### config.mk
export PLATFORM = sky130hd
export DESIGN_NAME = brfp_div
export DESIGN_NICKNAME = d
export VERILOG_FILES = /design/src/sv/brfp_pkg.sv /design/src/sv/brfp_div.sv
export SDC_FILE = /design/constraint.sdc
export NUM_CORES = 1
export LEC_CHECK = 0
export ABC_AREA = 1
export BUFFER_PORTS_ARGS = -buffer_cell sky130_fd_sc_hd__buf_2
export CAP_MARGIN = 30
export CORE_UTILIZATION = 53
export CTS_CLUSTER_DIAMETER = 50
export DETAILED_ROUTE_END_ITERATION = 10
export PLACE_DENSITY = 0.72
export SLEW_MARGIN = 20
export SYNTH_ARGS = -nofsm -noshare
export SYNTH_HDL_FRONTEND = slang
export SYNTH_SLANG_ARGS = --single-unit
### constraint.sdc
create_clock -name clk -period 4.1 [get_ports clk]
set_clock_uncertainty 0.15 [all_clocks]
set_input_delay 0.41 -clock clk [delete_from_list [all_inputs] [get_ports clk]]
set_output_delay 0.41 -clock clk [all_outputs]
set_load 0.03 [all_outputs]
### src/sv/brfp_pkg.sv
`timescale 1ns / 1ps
`default_nettype none

package brfp_pkg;

  // Field widths of the streams and the capacity register
  localparam int CAP_W       = 11;
  localparam int DATA_W      = 8;
  localparam int OFF_W       = 10;
  localparam int PCT_W       = 7;
  localparam int POS_W       = 12;
  localparam int PROD_W      = 18;
  localparam int IN_TDATA_W  = 24;
  localparam int OUT_TDATA_W = 32;

  typedef enum logic [1:0] {
    OP_PUSH  = 2'd0,
    OP_POP   = 2'd1,
    OP_PEEK  = 2'd2,
    OP_CLEAR = 2'd3
  } op_t;

  // One operation handed to the storage core
  typedef struct packed {
    logic              go;
    op_t               op;
    logic [DATA_W-1:0] data;
    logic [OFF_W-1:0]  offset;
  } cmd_t;

  // Outcome of the last operation, valid the cycle after go
  typedef struct packed {
    logic              status;
    logic [DATA_W-1:0] data;
    logic [CAP_W-1:0]  used;
  } core_res_t;

endpackage

`default_nettype wire

### src/sv/brfp_div.sv
`timescale 1ns / 1ps
`default_nettype none

module brfp_div
  import brfp_pkg::*;
(
  input  wire logic             clk,
  input  wire logic             rst_n,
  input  wire logic             start,
  input  wire logic [CAP_W-1:0] used,
  input  wire logic [CAP_W-1:0] cap,
  output logic                  done,
  output logic [PCT_W-1:0]      pct
);

  localparam int CNT_W = $clog2(PCT_W);

  logic [PROD_W-1:0] rem_r, den_r;
  logic [PCT_W-1:0]  quo_r;
  logic [CNT_W-1:0]  cnt_r;
  logic              busy_r, done_r;
  logic [PROD_W-1:0] used_w;

  assign used_w = PROD_W'(used);

  // Restoring division, one quotient bit a cycle, most significant first
  always_ff @(posedge clk) begin
    if (!rst_n) begin
      busy_r <= 1'b0;
      done_r <= 1'b0;
      cnt_r  <= '0;
    end else begin
      done_r <= 1'b0;
      if (start) begin
        busy_r <= 1'b1;
        cnt_r  <= CNT_W'(PCT_W - 1);
      end else if (busy_r) begin
        if (cnt_r == '0) begin
          busy_r <= 1'b0;
          done_r <= 1'b1;
        end else begin
          cnt_r <= cnt_r - CNT_W'(1);
        end
      end
    end
  end

  // Datapath: times 100 as shifted adds, then compare and subtract
  always_ff @(posedge clk) begin
    if (start) begin
      rem_r <= (used_w << 6) + (used_w << 5) + (used_w << 2);
      den_r <= PROD_W'(cap) << (PCT_W - 1);
      quo_r <= '0;
    end else if (busy_r) begin
      if (rem_r >= den_r) begin
        rem_r <= rem_r - den_r;
        quo_r <= {quo_r[PCT_W-2:0], 1'b1};
      end else begin
        quo_r <= {quo_r[PCT_W-2:0], 1'b0};
      end
      den_r <= den_r >> 1;
    end
  end

  assign done = done_r;
  assign pct  = quo_r;

endmodule

`default_nettype wire
# Word level (Yosys, flattened, before mapping)
# Cells that the tools add are included.
# classes
add_sub_neg,4
order_cmp,1
eq_ne,1
muxes,13
bitwise,3
n_reduce_logical,8
# ops
operator,n
$mux 18,3
$mux 17,2
$add 17x16->18,1
$add 18x13->18,1
$ge 18x17->1,1
$sub 18x17->18,1
$mux 3,3
$reduce_and 2->1,3
$mux 1,5
$reduce_bool 2->1,2
$logic_not 3->1,1
$not 1->1,3
$reduce_or 3->1,1
$sub 3x1->3 const B,1
$ne 2x2->1 const B,1
$reduce_or 2->1,1
# totals
register_bits,47
inputBits,25
output_inout_bits,8
word_cells,38

# Longest topological paths before layout
# depth
ltp_word,4
ltp_mapped,14
mapped_depth_nobuf,14

# Least setup slack after synthesis
# OpenSTA, ideal clock, no wires.
# synth_path
path_type,input to register
from,in used[0]
to,"reg rem_r[12], data pin"
setup_ns,0.253
arrival_time_ns,2.123
t_required_ns,3.697
path_slack_ns,1.574
cell_stages,13
cell_sequence,inv_1 -> fa_1 -> inv_1 -> ha_1 -> inv_1 -> fa_1 -> inv_1 -> nand3_1 -> nand2_1 -> a21oi_1 -> xor2_1 -> nand2_1 -> nand2_1
# synth_between
elab_chain_len,3
# synth_rtl
item,line,text
from (decl),brfp_div.sv:10,"input wire logic [CAP_W-1:0] used,"
$add 17x16->18,brfp_div.sv:51,rem_r <= (used_w << 6) + (used_w << 5) + (used_w << 2);
$add 18x13->18 (*),brfp_div.sv:51,
$mux 18 (*),brfp_div.sv:50,if (start) begin
to (signal assigned),brfp_div.sv:51,
to (signal assigned),brfp_div.sv:56,rem_r <= rem_r - den_r;
to (decl),brfp_div.sv:18,"logic [PROD_W-1:0] rem_r, den_r;"
# Mark *: on every way between the ends. The rest lies on a longest branch, timed or not.
# A chain may end at the register's enable or synchronous reset.

# Final worst setup path
# layout_path
from,reg rem_r[0]
to,"reg rem_r[12], enable pin"
# layout_between
elab_chain_len,3
# layout_rtl
item,line,text
$ge 18x17->1,brfp_div.sv:55,if (rem_r >= den_r) begin
$reduce_bool 2->1 (no line),--,
$reduce_and 2->1 (no line),--,
# No other way between the ends.

==> qor.yml <==
p_leak_nw: 1.94
syn_inst: 475
cts_root_buffer: "clkbuf_8"
worstSkewPairLatency_ps: 300
dr.pass1.iters: 7
initial_core_util: 0.557
drc: 4
clock_sinks: 47
cp.arrival_ps: 2560
cts_buffers: 5
cp_slowest_cell: "fa_1"
r2r-start: "rem_r[0]"
rows: 29
rsz0062_at_grt: "no"
worstPathMaxFanout: 11
crit_required_ps: 3950
vias_per_cell: 5.32
syn_to_final_growth_pct: 9.03
ys_ff_latch: 47
slowest_delay_ps: 370
nets: 575
ant_nets: 0
clkPwrFrac: 0.177
seq_area_frac_synth: 0.344
wirelength_um: 7770
combPwrFrac: 0.467
grt_overflow: 0
ir_worst_vdd_uv: 190
grt_pass1_wl_um: 12900
die_x_um: 84.1
min_path_type: "in -> reg"
fillerInstances: 578
cts_max_level: 2
fin_crit_sh: 0.660
pwr-share-seq: 0.355
postCtsHoldBufs: 0
clockBufferDepth: 2
first_global_vias: 2857
finalCriticalPeriod_ps: 2710
placement.io_buffers: 32
clk_pin_slew_worst_paths_ps: 90
grt_use_total: 0.227
power_report.internal_total_mw: 1.04
core-area_mm2: 0.00642
fin_hold_ws_ps: 150
cts_tree: "done"
finalPower_mw: 1.76
syn-cell-area_mm2: 0.00358
p_sw_frac: 0.406
p_sw_uw: 714
drive_gt1_frac: 0.107
cap_viol_max_count: 0
initialDrtViolationCount: 122
chipHeight_um: 84.1
cts_setup_buffers: 0
rrSetupSlack_ps: 1390
setup_viol: 0
ys_warn_count: 0
hpwlAfterDp_um: 6060
tightest_slew_ps: 792
gp_congestion: 0.930
start_kind: "flip-flop"
seq_area_mm2: 0.00123
cpMostUsedCell: "nand2_2"
post_synth_num_cell_types: 32
setup_tns_ps: 0
worstPathCellList: "inv_1 -> ha_1 -> fa_1 -> inv_1 -> nand3_1 -> nand2_2 -> nand2_2 -> nand2_2 -> nand3_2 -> nand2_1 -> nand2_1 -> nand3_1 -> buf_4"
crit_path_end_kind: "flip-flop"
violations: "DRC"
synth_nets: 543
dieArea_mm2: 0.00708
hold_start: "rst_n"
post_drt_wl_per_cell_um: 13.3
multiInputGateArea_mm2: 0.00200
ios: 33
critical_path_class: "reg -> reg"
dr_total_vias: 3108
status: "finished with violations"
hold_viol_final: 0
max_freq_mhz: 370
p_per_area_mw_per_mm2: 451
slew_headroom: 0.472
crit_path_start: "rem_r[0]"
cts_resized: 0
grt_max_degree: 34
drv_slew: 0
diodes: 0
synth.avg_cell_area_um2: 7.53
antenna_found_initial: 0
==> registers in the layout (all words and copies together), names as in the netlist <==
name and flops:
rem_r 18, den_r 17, pct 7, cnt_r 3, busy_r 1, done 1
==> cells in the mapped netlist <==
library cell | n | area share
clkbuf_8 | 1 | 0.0038
and2_1 | 1 | 0.0018
o21a_1 | 1 | 0.0021
xnor2_1 | 1 | 0.0024
o21ai_0 | 34 | 0.048
xor2_1 | 3 | 0.0073
nand2_1 | 124 | 0.13
ha_1 | 34 | 0.12
a21o_1 | 1 | 0.0021
a21oi_2 | 1 | 0.0024
a21oi_1 | 28 | 0.039
nand3_1 | 34 | 0.048
a211oi_1 | 1 | 0.0021
o21bai_1 | 5 | 0.010
nor2_1 | 27 | 0.028
clkbuf_1 | 4 | 0.0042
inv_2 | 1 | 0.0010
nand3b_1 | 4 | 0.0084
nand3_2 | 3 | 0.0084
or2_1 | 2 | 0.0035
buf_2 | 4 | 0.0056
fa_1 | 9 | 0.050
inv_1 | 79 | 0.083
edfxtp_1 | 29 | 0.24
nand4_1 | 3 | 0.0052
dfxtp_1 | 18 | 0.10
o21ai_1 | 1 | 0.0014
nor2_2 | 2 | 0.0035
nand2_2 | 5 | 0.0087
nor3_1 | 4 | 0.0056
nor3_2 | 1 | 0.0028
o22ai_1 | 10 | 0.017
==> per-layer routing <==
metal,routed length [µm],global-route usage,share of wire,vias to the layer above
met4,163,0.0705,0.021,0
met2,3560,0.375,0.46,70
met5,0,0,0,-
met1,3730,0.311,0.48,1403
met3,314,0.0324,0.040,13
li1,-,-,-,1622
==> cell type report <==
type,instances,share of cell area
multi-input combinational,339,0.512
timing repair buffer,34,0.0449
sequential,47,0.316
clock buffer,6,0.0241
inverter,80,0.0770
clock inverter,1,0.00160
tap,77,0.0247
==> cell families (layout without fill, tap and decap cells) <==
group / count (synthesis) / after routing / share of synthesized area
fa+ha+maj: 43 / 43 / 0.169
simple gates: 210 / 210 / 0.254
compound gates: 82 / 82 / 0.125
xor+xnor: 4 / 4 / 0.00980
flops: 47 / 47 / 0.344
buf+inv: 89 / 121 / 0.0976
==> power by group through the flow <==
stage	Combinational [mW]	Sequential, mW	Clock (mW)
2_1_floorplan	0.627	0.628	0
3_3_place_gp	0.791	0.630	0
3_5_place_dp	0.808	0.634	0
4_1_cts	0.812	0.623	0.317
5_1_grt	0.937	0.628	0.336
6_report	0.821	0.624	0.312
==> through the flow <==
stage / cells / utilization / area (µm²) / setup WS [ps]
2_1_floorplan: 475 / - / 3580 / 1570
3_3_place_gp: 577 / 0.591 / 3800 / 1330
3_5_place_dp: 577 / 0.591 / 3800 / 1250
4_1_cts: 584 / 0.607 / 3900 / 1400
5_1_grt: 584 / 0.607 / 3900 / 1230
6_report: 584 / 0.607 / 3900 / 1390
==> layout by cell type (no fill, tap or decap), types with 3 or more instances in the layout <==
cell type  synthesis  layout
xor2_1             3       3
o21bai_1           5       5
nand4_1            3       3
fa_1               9       9
o22ai_1           10      10
inv_1             79      79
nand3b_1           4       4
buf_2              4      32
clkbuf_8           1       5
nand2_2            5       5
ha_1              34      34
nor3_1             4       4
nand2_1          124     124
a21oi_1           28      28
nand3_2            3       3
o21ai_0           34      34
edfxtp_1          29      29
nand3_1           34      34
dfxtp_1           18      18
nor2_1            27      27
==> critical path, delay by kind of cell (launching register included) <==
kind / cells / cell delay [ps]
AND/OR/NAND/NOR: 8 / 880
adder cells (fa/ha/maj): 2 / 590
buffers and inverters: 3 / 430
flip-flops: 1 / 350
==> path summary, 6_finish.rpt <==
path	endpoint	cells past startpoint
worst max-delay path	rem_r[12]	13
worst min-delay path	cnt_r[1]	3
worst min register to register	pct[0]	2
worst max register to register	rem_r[12]	13
Note: power is estimated with default switching activity, not from simulation.
